**src/sv/lpf_pkg.sv**
```systemverilog
// Package for the lobe peak filler: widths, reset values, register codes, types.
// No dependencies; used by the interfaces and the top level.
`timescale 1ns / 1ps

package lpf_pkg;

   localparam int LPF_CHANNELS = 2;

   localparam int MAG_W     = 23;
   localparam int SAMPLE_W  = 24;
   localparam int COUNT_W   = 31;
   localparam int CSR_IDX_W = 2;
   localparam int CSR_DATA_W = MAG_W;

   localparam logic             SAMPLE_WIDTH_RESET = 1'b1;
   localparam logic [MAG_W-1:0] THRESHOLD_RESET    = 23'd83886;
   localparam logic [MAG_W-1:0] CLIP_LEVEL_RESET   = 23'd8371830;

   localparam logic [COUNT_W-1:0] COUNT_MAX = '1;

   typedef enum logic [CSR_IDX_W-1:0] {
      CSR_SAMPLE_WIDTH = 2'd0,
      CSR_THRESHOLD    = 2'd1,
      CSR_CLIP_LEVEL   = 2'd2
   } csr_index_type;

   typedef struct packed {
      logic               out_channel;
      logic [MAG_W-1:0]   value;
      logic [COUNT_W-1:0] repeat_count;
      logic               last;
   } record_type;

   typedef struct packed {
      logic               in_run;
      logic               first_seen;
      logic [COUNT_W-1:0] run_length;
      logic [MAG_W-1:0]   run_peak;
   } chan_state_type;

endpackage

```
**src/sv/lpf_if.sv**
```systemverilog
// Handshake interfaces for the lobe peak filler: request, response, register write.
// Depends on lpf_pkg for field widths.
`timescale 1ns / 1ps

interface lpf_req_if import lpf_pkg::*; ();
   logic                valid;
   logic                ready;
   logic                channel;
   logic [SAMPLE_W-1:0] sample;
   logic                end_of_stream;

   modport source (output valid, channel, sample, end_of_stream, input ready);
   modport sink   (input valid, channel, sample, end_of_stream, output ready);
endinterface

interface lpf_rsp_if import lpf_pkg::*; ();
   logic               valid;
   logic               ready;
   logic               out_channel;
   logic [MAG_W-1:0]   value;
   logic [COUNT_W-1:0] repeat_count;
   logic               last;

   modport source (output valid, out_channel, value, repeat_count, last, input ready);
   modport sink   (input valid, out_channel, value, repeat_count, last, output ready);
endinterface

interface lpf_csr_if import lpf_pkg::*; ();
   logic                  valid;
   logic                  ready;
   logic [CSR_IDX_W-1:0]  index;
   logic [CSR_DATA_W-1:0] data;

   modport source (output valid, index, data, input ready);
   modport sink   (input valid, index, data, output ready);
endinterface

```
**src/sv/lobe_peak_fill.sv**
```systemverilog
// Lobe peak filler top level: per-channel run-to-peak replacement of PCM samples.
// Depends on lpf_pkg and the interfaces in lpf_if.sv.
//
// Usage:
//  - req_port carries one PCM sample per request: channel, signed 24-bit
//    sample (16-bit value in its low half in 16-bit mode) and end_of_stream.
//  - rsp_port carries value-and-count records; last marks the final record
//    that a request causes. A request yields zero, one or two records.
//  - csr_port writes sample_width (0), threshold (1) and clip_level (2).
//    It is always ready; write it only while no request is in flight.
//  - An accepted request is held in the input register while it is evaluated;
//    its records then go into the result queue, whose head drives rsp_port.
//  - Throughput: one request per cycle while each yields at most one record
//    and rsp_port is ready. A run that ends on a low sample yields two records,
//    which leave the single-record response port one after the other; the
//    two-entry result queue holds them.
//  - A stalled receiver fills the result queue, then the input register,
//    then req_port.ready drops. Nothing is dropped or repeated.
//  - Reset clears the channel state, the queue and loads the register
//    defaults (24-bit, threshold 83886, clip 8371830).
`timescale 1ns / 1ps

module lobe_peak_fill import lpf_pkg::*; #(
   parameter int CHANNELS = LPF_CHANNELS
) (
   input  logic      clock,
   input  logic      reset,
   lpf_req_if.sink   req_port,
   lpf_rsp_if.source rsp_port,
   lpf_csr_if.sink   csr_port
);

   // configuration registers
   logic             cfg_sw_ff;
   logic [MAG_W-1:0] cfg_thr_ff;
   logic [MAG_W-1:0] cfg_clip_ff;

   // input register
   logic                s1_valid_ff, s1_valid_in;
   logic                s1_chan_ff;
   logic [SAMPLE_W-1:0] s1_sample_ff;
   logic                s1_eos_ff;

   // per-channel state
   chan_state_type state_ff [CHANNELS];
   chan_state_type state_in;

   // result queue, head at entry 0
   record_type recq_ff [2];
   record_type recq_in [2];
   logic [1:0] occ_ff, occ_in;

   logic             req_take;
   logic             pop;
   logic             ch_ok;
   logic             go;
   logic [SAMPLE_W:0] mag_raw;   // up to 2^23 before clipping
   logic [MAG_W-1:0] mag;
   chan_state_type   cur;
   record_type       new_rec [2];
   logic [1:0]       n_new;
   logic [1:0]       base;

   assign csr_port.ready = 1'b1;

   always_ff @(posedge clock) begin
      if (reset) begin
         cfg_sw_ff   <= SAMPLE_WIDTH_RESET;
         cfg_thr_ff  <= THRESHOLD_RESET;
         cfg_clip_ff <= CLIP_LEVEL_RESET;
      end else if (csr_port.valid) begin
         case (csr_port.index)
            CSR_SAMPLE_WIDTH: cfg_sw_ff   <= csr_port.data[0];
            CSR_THRESHOLD:    cfg_thr_ff  <= csr_port.data;
            CSR_CLIP_LEVEL:   cfg_clip_ff <= csr_port.data;
            default: ;
         endcase
      end
   end

   // ---------------- magnitude of the registered sample ----------------
   always_comb begin
      logic [15:0] s16;
      logic [16:0] m16;
      s16 = s1_sample_ff[15:0];
      m16 = s16[15] ? (17'd0 - {s16[15], s16}) : {1'b0, s16};
      if (cfg_sw_ff) begin
         // two's complement negate in 25 bits keeps -2^23 as 2^23
         mag_raw = s1_sample_ff[SAMPLE_W-1]
                   ? (25'd0 - {s1_sample_ff[SAMPLE_W-1], s1_sample_ff})
                   : {1'b0, s1_sample_ff};
      end else begin
         mag_raw = {m16, 8'd0};
      end
      if (mag_raw > {2'b00, cfg_clip_ff}) mag = cfg_clip_ff;
      else                                mag = mag_raw[MAG_W-1:0];
   end

   // ---------------- per-channel run logic ----------------
   always_comb begin
      cur = '0;
      for (int i = 0; i < CHANNELS; i++) begin
         if (i == int'(s1_chan_ff)) cur = state_ff[i];
      end
   end

   assign ch_ok = (int'(s1_chan_ff) < CHANNELS);

   always_comb begin
      record_type zero_rec;
      record_type peak_rec;
      zero_rec = '{out_channel: s1_chan_ff, value: '0, repeat_count: COUNT_W'(1),
                   last: 1'b0};
      peak_rec = zero_rec;
      state_in = cur;
      n_new    = 2'd0;
      new_rec[0] = zero_rec;
      new_rec[1] = zero_rec;

      if (!cur.first_seen) begin
         // first sample of a stream never opens a run
         state_in.first_seen = 1'b1;
         state_in.in_run     = 1'b0;
         n_new = 2'd1;
      end else if (cur.in_run) begin
         if (mag >= cfg_thr_ff) begin
            if (cur.run_length != COUNT_MAX) state_in.run_length = cur.run_length + 1'b1;
            if (mag > cur.run_peak)          state_in.run_peak   = mag;
         end else begin
            // run closed by a low sample: peak record, then a zero for the sample
            peak_rec.value = cfg_sw_ff ? cur.run_peak : (cur.run_peak >> 8);
            peak_rec.repeat_count = cur.run_length;
            new_rec[0] = peak_rec;
            new_rec[1] = zero_rec;
            n_new = 2'd2;
            state_in.in_run     = 1'b0;
            state_in.run_length = '0;
            state_in.run_peak   = '0;
         end
      end else if (mag > cfg_thr_ff) begin
         state_in.in_run     = 1'b1;
         state_in.run_length = COUNT_W'(1);
         state_in.run_peak   = mag;
      end else begin
         n_new = 2'd1;
      end

      if (s1_eos_ff) begin
         if (state_in.in_run) begin
            // flush; an open run here always came with no other record
            peak_rec.value = cfg_sw_ff ? state_in.run_peak : (state_in.run_peak >> 8);
            peak_rec.repeat_count = state_in.run_length;
            new_rec[n_new[0]] = peak_rec;
            n_new = n_new + 2'd1;
         end
         state_in = '0;
      end

      if (!ch_ok) n_new = 2'd0;

      if (n_new == 2'd2)      new_rec[1].last = 1'b1;
      else if (n_new == 2'd1) new_rec[0].last = 1'b1;
   end

   // ---------------- result queue and handshakes ----------------
   assign pop  = (occ_ff != 2'd0) && rsp_port.ready;
   assign base = occ_ff - {1'b0, pop};
   assign go   = s1_valid_ff && ({1'b0, base} + {1'b0, n_new} <= 3'd2);

   assign req_port.ready = !s1_valid_ff || go;
   assign req_take       = req_port.valid && req_port.ready;
   assign s1_valid_in    = req_take || (s1_valid_ff && !go);

   always_comb begin
      recq_in[0] = pop ? recq_ff[1] : recq_ff[0];
      recq_in[1] = recq_ff[1];
      occ_in     = base;
      if (go) begin
         occ_in = base + n_new;
         if (base == 2'd0) begin
            recq_in[0] = new_rec[0];
            recq_in[1] = new_rec[1];
         end else if (base == 2'd1) begin
            recq_in[1] = new_rec[0];
         end
      end
   end

   assign rsp_port.valid        = (occ_ff != 2'd0);
   assign rsp_port.out_channel  = recq_ff[0].out_channel;
   assign rsp_port.value        = recq_ff[0].value;
   assign rsp_port.repeat_count = recq_ff[0].repeat_count;
   assign rsp_port.last         = recq_ff[0].last;

   always_ff @(posedge clock) begin
      if (reset) begin
         s1_valid_ff <= 1'b0;
         occ_ff      <= 2'd0;
         for (int i = 0; i < CHANNELS; i++) state_ff[i] <= '0;
      end else begin
         s1_valid_ff <= s1_valid_in;
         occ_ff      <= occ_in;
         if (go && ch_ok) begin
            for (int i = 0; i < CHANNELS; i++) begin
               if (i == int'(s1_chan_ff)) state_ff[i] <= state_in;
            end
         end
      end
   end

   // payload registers
   always_ff @(posedge clock) begin
      if (req_take) begin
         s1_chan_ff   <= req_port.channel;
         s1_sample_ff <= req_port.sample;
         s1_eos_ff    <= req_port.end_of_stream;
      end
      recq_ff[0] <= recq_in[0];
      recq_ff[1] <= recq_in[1];
   end

endmodule

```
**src/flat_wrapper.sv**
```systemverilog
// flat-port wrapper written by rule: the top's interface ports become plain ports
module lobe_peak_fill_flat import lpf_pkg::*;
#(
   parameter int CHANNELS = LPF_CHANNELS
)
  (clock, reset, req_port_valid, req_port_channel, req_port_sample, req_port_end_of_stream, req_port_ready, rsp_port_valid, rsp_port_out_channel, rsp_port_value, rsp_port_repeat_count, rsp_port_last, rsp_port_ready, csr_port_valid, csr_port_index, csr_port_data, csr_port_ready);
  lpf_req_if req_port_i ();
  lpf_rsp_if rsp_port_i ();
  lpf_csr_if csr_port_i ();
  input  logic clock;
  input  logic reset;
  input wire logic [$bits(req_port_i.valid)-1:0] req_port_valid;
  input wire logic [$bits(req_port_i.channel)-1:0] req_port_channel;
  input wire logic [$bits(req_port_i.sample)-1:0] req_port_sample;
  input wire logic [$bits(req_port_i.end_of_stream)-1:0] req_port_end_of_stream;
  output wire logic [$bits(req_port_i.ready)-1:0] req_port_ready;
  output wire logic [$bits(rsp_port_i.valid)-1:0] rsp_port_valid;
  output wire logic [$bits(rsp_port_i.out_channel)-1:0] rsp_port_out_channel;
  output wire logic [$bits(rsp_port_i.value)-1:0] rsp_port_value;
  output wire logic [$bits(rsp_port_i.repeat_count)-1:0] rsp_port_repeat_count;
  output wire logic [$bits(rsp_port_i.last)-1:0] rsp_port_last;
  input wire logic [$bits(rsp_port_i.ready)-1:0] rsp_port_ready;
  input wire logic [$bits(csr_port_i.valid)-1:0] csr_port_valid;
  input wire logic [$bits(csr_port_i.index)-1:0] csr_port_index;
  input wire logic [$bits(csr_port_i.data)-1:0] csr_port_data;
  output wire logic [$bits(csr_port_i.ready)-1:0] csr_port_ready;
  assign req_port_i.valid = req_port_valid;
  assign req_port_i.channel = req_port_channel;
  assign req_port_i.sample = req_port_sample;
  assign req_port_i.end_of_stream = req_port_end_of_stream;
  assign req_port_ready = req_port_i.ready;
  assign rsp_port_valid = rsp_port_i.valid;
  assign rsp_port_out_channel = rsp_port_i.out_channel;
  assign rsp_port_value = rsp_port_i.value;
  assign rsp_port_repeat_count = rsp_port_i.repeat_count;
  assign rsp_port_last = rsp_port_i.last;
  assign rsp_port_i.ready = rsp_port_ready;
  assign csr_port_i.valid = csr_port_valid;
  assign csr_port_i.index = csr_port_index;
  assign csr_port_i.data = csr_port_data;
  assign csr_port_ready = csr_port_i.ready;
  lobe_peak_fill #(.CHANNELS(CHANNELS)) u_core (.clock(clock), .reset(reset), .req_port(req_port_i), .rsp_port(rsp_port_i), .csr_port(csr_port_i));
endmodule
```
**config.mk**
```make
export PLATFORM = sky130hd
export DESIGN_NAME = lobe_peak_fill_flat
export DESIGN_NICKNAME = d
export VERILOG_FILES = /design/src/sv/lpf_pkg.sv /design/src/sv/lpf_if.sv /design/src/sv/lobe_peak_fill.sv /design/src/flat_wrapper.sv
export SDC_FILE = /design/constraint.sdc
export NUM_CORES = 1
export LEC_CHECK = 0
export BUFFER_PORTS_ARGS = -buffer_cell sky130_fd_sc_hd__buf_2
export CAP_MARGIN = 10
export CORE_AREA = 8 8 230 232
export DETAILED_ROUTE_END_ITERATION = 16
export DIE_AREA = 0 0 238 240
export SETUP_SLACK_MARGIN = 0.2
export SYNTH_ARGS = -nofsm -noshare
export SYNTH_HDL_FRONTEND = slang
export SYNTH_SLANG_ARGS = --single-unit
```
**constraint.sdc**
```tcl
create_clock -name clock -period 11 [get_ports clock]
set_input_delay 1.65 -clock clock [delete_from_list [all_inputs] [get_ports clock]]
set_output_delay 1.65 -clock clock [all_outputs]
set_load 0.02 [all_outputs]
```
== Yosys cells after proc, flatten, opt, wreduce, memory -nomap -nowiden ==
Memory sizes are Yosys's and may differ from the RTL's.
Index checks and enable logic that the tools add are counted.
Storage, ports and cells
  flip-flop bits (word level): 76
  RAM bits: 224
  bits of input ports: 56
  output and inout bits: 59
  logic and storage cells: 101
  memories: 2
Memories
  u_core.recq_ff: depth 2, width 56, read ports 2, clocked after Yosys merged registers in 0, wr ports 2, RTL line lobe_peak_fill.sv:49  | record_type recq_ff [2];
  u_core.state_ff: depth 2, width 56, read ports 2, clocked after Yosys merged registers in 0, wr ports 2, RTL line lobe_peak_fill.sv:45  | chan_state_type state_ff [CHANNELS];
Operators by class
  add/subtract/negate cells: 7
  $lt $le $gt $ge: 7
  equal/unequal tests: 6
  muxes and demuxes: 53
  bitwise operators: 3
  reductions and logical operators: 15
Operators with widths (number)
  two-way mux 56 bit: 9
  two-way mux 112 bit: 3
  two-way mux 111 bit: 3
  two-way mux 54 bit: 4
  bitwise mux 112 bit: 1
  two-way mux 23 bit: 4
  demux 56 bit (select 1 bit): 1
  two-way mux 25 bit: 2
  > comparator 23 bit: 2
  adder 31 x 1 -> 31 bit, second input constant: 1
  two-way mux 31 bit: 1
  inequality test 31 bit, second input constant: 1
  > comparator 25 x 23 -> 1 bit: 1
  subtractor 1 x 24 -> 25 bit, first input constant: 1
  greater-or-equal comparator 23 bit: 1
  two-way mux 1 bit: 18
  two-way mux 17 bit: 1
  subtractor 1 x 16 -> 17 bit, first input constant: 1
  two-way mux 2 bit: 6
  == test 2 x 1 -> 1 bit, second input constant: 3
  AND reduction 2 bit: 3
  logical AND 1 bit: 5
  == test 2 bit, second input constant: 2
  logical NOT 2 bit: 2
  12 further kinds: 15

== Depth between registers and ports, before layout ==
  depth after elaboration: 22
  mapped depth: 42

== Worst setup path before layout ==
OpenSTA, ideal clock, no wires.
  path type: flip-flop to flip-flop
  start point: reg u_core.s1_sample_ff[8]
  end point: mem u_core.state_ff[0][0] in the netlist's numbering, enable pin
  library setup time: 0.482 ns
  arrival: 10.052 ns
  required time: 10.518 ns
  path slack: 0.467 ns
  stages on the path, launching flop included: 38
  path buffers: 5
  period minus slack after synthesis: 10.533 ns
  path through: edfxtp_1 -> or4_4 -> or4b_1 -> clkbuf_2 -> nor3_1 -> ha_1 -> nand2_1 -> o211ai_1 -> o21ai_0 -> ha_1 -> and4_1 -> nand4_1 -> nor4b_1 -> or2_2 -> o211a_1 -> buf_6 -> buf_6 -> mux2i_1 -> (+2 left out) -> nand4_1 -> nor4_1 -> o221ai_1 -> o211a_1 -> nand2_1 -> nor2_1 -> inv_1 -> clkbuf_1 -> buf_1 -> o21ai_0 -> inv_1 -> ha_1 -> inv_1 -> fa_1 -> o21ai_0 -> inv_1 -> nand2_1 -> o21bai_1
RTL lines
  from (decl): RTL line lobe_peak_fill.sv:41  | logic [SAMPLE_W-1:0] s1_sample_ff;
  from (signal assigned): RTL line lobe_peak_fill.sv:215  | s1_sample_ff <= req_port.sample;
  to (decl): RTL line lobe_peak_fill.sv:45

== Worst setup path in the final report ==
  start point: reg u_core.s1_sample_ff[8]
  end point: out req_port_ready
On the way
  word-level cells in the longest chain between the ends: 16
RTL lines
  subtractor 1 x 24 -> 25 bit / subtractor 1 x 16 -> 17 bit (equally long branches): RTL line lobe_peak_fill.sv:90, lobe_peak_fill.sv:86
  two-way mux 25 bit / two-way mux 17 bit (equally long branches): RTL line lobe_peak_fill.sv:90, lobe_peak_fill.sv:86
  two-way mux 25 bit *: RTL line lobe_peak_fill.sv:87  | if (cfg_sw_ff) begin
  > comparator 25 x 23 -> 1 bit: RTL line lobe_peak_fill.sv:95  | if (mag_raw > {2'b00, cfg_clip_ff}) mag = cfg_clip_ff;
  two-way mux 23 bit *: RTL line lobe_peak_fill.sv:95
  > comparator 23 bit / greater-or-equal comparator 23 bit (equally long branches): RTL line lobe_peak_fill.sv:140, lobe_peak_fill.sv:126
  two-way mux 1 bit / two-way mux 2 bit (equally long branches): RTL line lobe_peak_fill.sv:140, lobe_peak_fill.sv:126
  two-way mux 2 bit: RTL line lobe_peak_fill.sv:125  | end else if (cur.in_run) begin
  two-way mux 2 bit: RTL line lobe_peak_fill.sv:120  | if (!cur.first_seen) begin
  adder 2 x 1 -> 2 bit: RTL line lobe_peak_fill.sv:154  | n_new = n_new + 2'd1;
  two-way mux 2 bit: RTL line lobe_peak_fill.sv:149  | if (state_in.in_run) begin
  two-way mux 2 bit *: RTL line lobe_peak_fill.sv:148  | if (s1_eos_ff) begin
  adder 2 x 2 -> 3 bit *: RTL line lobe_peak_fill.sv:168  | assign go = s1_valid_ff && ({1'b0, base} + {1'b0, n_new} <= 3'd2);
  less-or-equal comparator 3 x 2 -> 1 bit *: RTL line lobe_peak_fill.sv:168
  logical AND 1 bit *: RTL line lobe_peak_fill.sv:168
  logical OR 1 bit *: RTL line lobe_peak_fill.sv:170  | assign req_port.ready = !s1_valid_ff || go;
  to (decl): RTL line flat_wrapper.sv:16  | output wire logic [$bits(req_port_i.ready)-1:0] req_port_ready;
Every way passes the cells marked *; elsewhere a longest branch is shown, timed or not.

==> results.txt <==
- Sequential cells were found to cover between 40% and 50% of the synthesized design area.
* Worst setup SP type: flop
- Leak pwr: just under 8 nW
- Fraction of power consumed by combinational cells: between 40% and 50%
- Final TNS setup: 0 ps
- Entering global routing, the biggest net connects 70 pins.
* Share of cell area taken by muxes after synthesis: around a tenth
* Worst setup skew after layout: about 33 ps
- Area inside the core boundary: 49500 um^2
* Slew at the pin closest to its max-slew limit: between 1000 and 1500 ps
- Initial Utilization: about a third
- ~120 I/O pins were placed.
- Counting flops with an async set or reset pin after synthesis yields a share of 0%.
- Area growth from synthesis to final layout: 11.9%
- The die covers between 50000 and 60000 um^2.
* Chip Width: 238 um
- Total routing resource utilization after global routing: between 10% and 20%
* Top area cells in the synthesized netlist: sky130_fd_sc_hd__edfxtp_1, sky130_fd_sc_hd__dfxtp_1, sky130_fd_sc_hd__mux2i_1
- Worst-case headroom to the max-slew limit: approximately 30%
- TritonCTS built the clock tree.
- Area share of the largest cell type after synthesis: 34.3%
- PortBufs: 113
- Clock share of power: 24.2%
* Max stage delay on crit path: between 600 and 700 ps
- During synthesis, Yosys emitted a total of 0 warnings.
* Final GP Congestion: between 0.8 and 0.9
* Post-detailed-route wirelength per cell: between 15 and 20 um
* Status: finished, final reports clean
* CP required: a little over 9000 ps
- Global-route wire length before repair: ~75000 um
- Adder-Cell Fraction of Synth Area: 5.57%
- Peak Freq: slightly below 100 MHz
* Top fanout value on the critical path: 13
- Syn Area/Cell: roughly 10 um^2
- The min-delay analysis places its worst path in the category flop to flop.
* Dominant register cell in the synthesized netlist: sky130_fd_sc_hd__edfxtp_1
- Largest family of logic cells by synthesized area: compound AO/OA/AOI/OAI gates
- Buffers added to address setup during post-CTS repair amount to 0.
- Clock tree synthesis selected as its root buffer the cell sky130_fd_sc_hd__clkbuf_16.
* CTS Buf Count: 35
* Total number of nets in the final design: ~1.9k
- Min Hold Slack: about 450 ps
* Clock sinks: 300
- RSZ-0062 raised after global routing: false
- The repair_antennas step left the layout with diodes totalling 0.
- Switching power: 1.88 mW
- Cell Area, Synth: about 17000 um^2
* Via count: 13.0k
* Power per cell area: 249 nW/um^2
- Total internal power: roughly 2.9 mW
- Synthesis inferred 300 register bits.
* Site Rows: about 80
- Of the available clock period, the critical path in the final layout requires 92.9%.
- Post-Syn Nets: ~1.8k
- Max-slew violation count: 0
- Measured along the y axis, the die boundary spans 240 um.
- The via count of the first global-routing pass was around 13k.
- Data on the critical path arrives at its endpoint at between 8000 and 9000 ps.
* Post-Route Utilization: approximately two fifths
- The pre-antenna-repair detailed-routing pass consisted of 5 iterations.
- Post-synth EDFFs: around 190
- Number of unique standard cell types used by synthesis: 83
* Largest area contributor in the synthesized netlist: sky130_fd_sc_hd__edfxtp_1
- Number of levels the H-tree was split into: 2
- Proportion of layout cells with a drive suffix above 1: 15.7%
- Clock period minus worst slack: between 10000 and 15000 ps
- Max-cap violations in this run came to 0.
* Total of endpoints with negative setup slack in the final report: 0
- By startpoint and endpoint, the worst setup path is classified as flop to primary output.
- Placed wire-length estimate: ~35000 um
- Initial antenna violation count: 2
* Max Root-Sink Buffers: 3
- Of the total synthesized cell area, the portion taken by AND, OR, NAND and NOR gates is 13.8%.
- The share of total power dissipated in sequential elements is between 30% and 40%.
* Xor-xnor portion of the synthesized cell area: approximately 2.7%
- DRC errors left: 0
* Compound-Gate Fraction of Synth Area: ~15%
- The final count of hold timing violations was 0.
- Clock latency of the later-clocked register in the worst-skew pair: ~560 ps
- Number of instances in the synthesized netlist: approximately 1.7k
- In the routed layout, each cell is associated on average with a via count of 5.35.
- Of the total power, the share spent switching nets is approximately 40%.
* Maximum vdd ir drop: 154 uV
- The worst setup path is captured at a primary output.
- In this run the remaining antenna-violating nets after routing total 0.
- Among all stages on the critical path, the largest delay is contributed by sky130_fd_sc_hd__or4b_1.
* Count of routing violations after the opening detailed-route iteration: 1174
- Clock-pin slew of the registers on the worst-case setup and hold paths: 60 ps
- Summed over all layers, the routed wires come to slightly below 50000 um.
- Total grt overflow: 0
[repair_timing]
item,in CTS,in global routing
resized for setup,1,8
cloned,0,0
hold buffers,0,0
endpoints found under the setup margin,1,1
[through the flow]
stage | setup slack, ps | cells | power (mW) | instance area [um^2]
finish | 786 | 2433 | 4.74 | 19000
global route | 231 | 2433 | 5.04 | 19000
CTS | 343 | 2433 | 4.76 | 19000
detailed placement | 797 | 2370 | 3.60 | 17900
global placement | 1020 | 2370 | 3.57 | 17900
floorplan | 467 | 1708 | 3.08 | 17000
[sequential cells by signal, summed over array words and instances (netlist names)]
signal               flops
u_core.cfg_sw_ff         1
u_core.cfg_clip_ff      23
u_core.s1_chan_ff        1
u_core.recq_ff         112
u_core.cfg_thr_ff       23
u_core.s1_valid_ff       1
u_core.occ_ff            2
u_core.s1_eos_ff         1
u_core.state_ff        112
u_core.s1_sample_ff     24
[cell type report]
type,instances,area (um^2)
Tap cell,672,841
Fill cell,4974,30400
Multi-Input combinational cell,1164,7950
Sequential cell,300,7950
Clock buffer,51,976
Inverter,94,353
Clock inverter,12,136
Timing Repair Buffer,140,797
[layer usage]
layer / global-route usage [%] / part of all wire [%]
met5: 0 / 0
met4: 4.73 / 2.2
met3: 2.88 / 6.9
met2: 25.8 / 44
met1: 23.7 / 47
[synthesized netlist by cell type (52+ instances only)]
cell                         n
sky130_fd_sc_hd__edfxtp_1  194
sky130_fd_sc_hd__nor2_1    149
sky130_fd_sc_hd__o21ai_0    79
sky130_fd_sc_hd__ha_1       74
sky130_fd_sc_hd__nand2_1   175
sky130_fd_sc_hd__mux2i_1    99
sky130_fd_sc_hd__mux2_2     52
sky130_fd_sc_hd__clkbuf_1   76
sky130_fd_sc_hd__a21oi_1    91
sky130_fd_sc_hd__inv_1      94
sky130_fd_sc_hd__buf_4      55
sky130_fd_sc_hd__dfxtp_1   106
[logic make-up (layout without fill, tap and decap cells)]
kind of cell | Yosys count | after routing
AO/OA/AOI/OAI | 379 | 379
XOR/XNOR | 53 | 53
adder cells (fa/ha/maj) | 75 | 75
buffers and inverters | 244 | 297
flip-flops | 300 | 300
multiplexers | 155 | 155
other | 1 | 1
AND/OR/NAND/NOR | 501 | 501
[critical path: cells and delay by family, from the launching register on]
family | cells | cell delay, ps
mux | 1 | 400
fa+ha+maj | 5 | 1390
flops | 1 | 480
compound gates | 8 | 2070
buf+inv | 6 | 800
simple gates | 11 | 2870
[cells in the final DEF, fill, tap and decap left out, types with 7 or more instances in the layout]
master                      instances
sky130_fd_sc_hd__nand3_1           33
sky130_fd_sc_hd__a21oi_1           90
sky130_fd_sc_hd__o31ai_1           17
sky130_fd_sc_hd__nor2_1           147
sky130_fd_sc_hd__a211oi_1           7
sky130_fd_sc_hd__clkbuf_1          12
sky130_fd_sc_hd__edfxtp_1         194
sky130_fd_sc_hd__or3_1             14
sky130_fd_sc_hd__inv_1             94
sky130_fd_sc_hd__nand3b_1          23
sky130_fd_sc_hd__buf_4             24
sky130_fd_sc_hd__dfxtp_1          105
sky130_fd_sc_hd__nor2b_1            9
sky130_fd_sc_hd__nand2_1          174
sky130_fd_sc_hd__a22oi_1           26
sky130_fd_sc_hd__mux2_2            52
sky130_fd_sc_hd__nand4_1           15
sky130_fd_sc_hd__clkbuf_16         35
sky130_fd_sc_hd__o21ai_0           78
sky130_fd_sc_hd__nor3_1            12
sky130_fd_sc_hd__o22ai_1           45
sky130_fd_sc_hd__xnor2_1           20
sky130_fd_sc_hd__mux2i_1           98
sky130_fd_sc_hd__buf_2            113
sky130_fd_sc_hd__o221ai_1          13
sky130_fd_sc_hd__ha_1              74
sky130_fd_sc_hd__xor2_1            33
sky130_fd_sc_hd__o211ai_1          12
sky130_fd_sc_hd__and2_1            26
sky130_fd_sc_hd__o22a_1            10
sky130_fd_sc_hd__a211o_1           19
[power groups by stage]
stage	sequential, mW	clock [mW]	combinational, mW
finish	1.68	1.15	1.91
global route	1.71	1.22	2.11
CTS	1.68	1.17	1.90
detailed placement	1.71	0	1.89
global placement	1.69	0	1.88
floorplan	1.66	0	1.42
[final timing paths]
check                         startpoint                      to  cells past startpoint  slack, ps
setup / recovery  u_core.s1_sample_ff[8]          req_port_ready                     31        790
hold / removal     u_core.cfg_thr_ff[18]   u_core.cfg_thr_ff[18]                      2        450
hold reg to reg    u_core.cfg_thr_ff[18]   u_core.cfg_thr_ff[18]                      2        450
setup reg to reg  u_core.s1_sample_ff[8]  u_core.state_ff[0][98]                     35       1510
No activity file was read; power rests on OpenSTA's default activity.
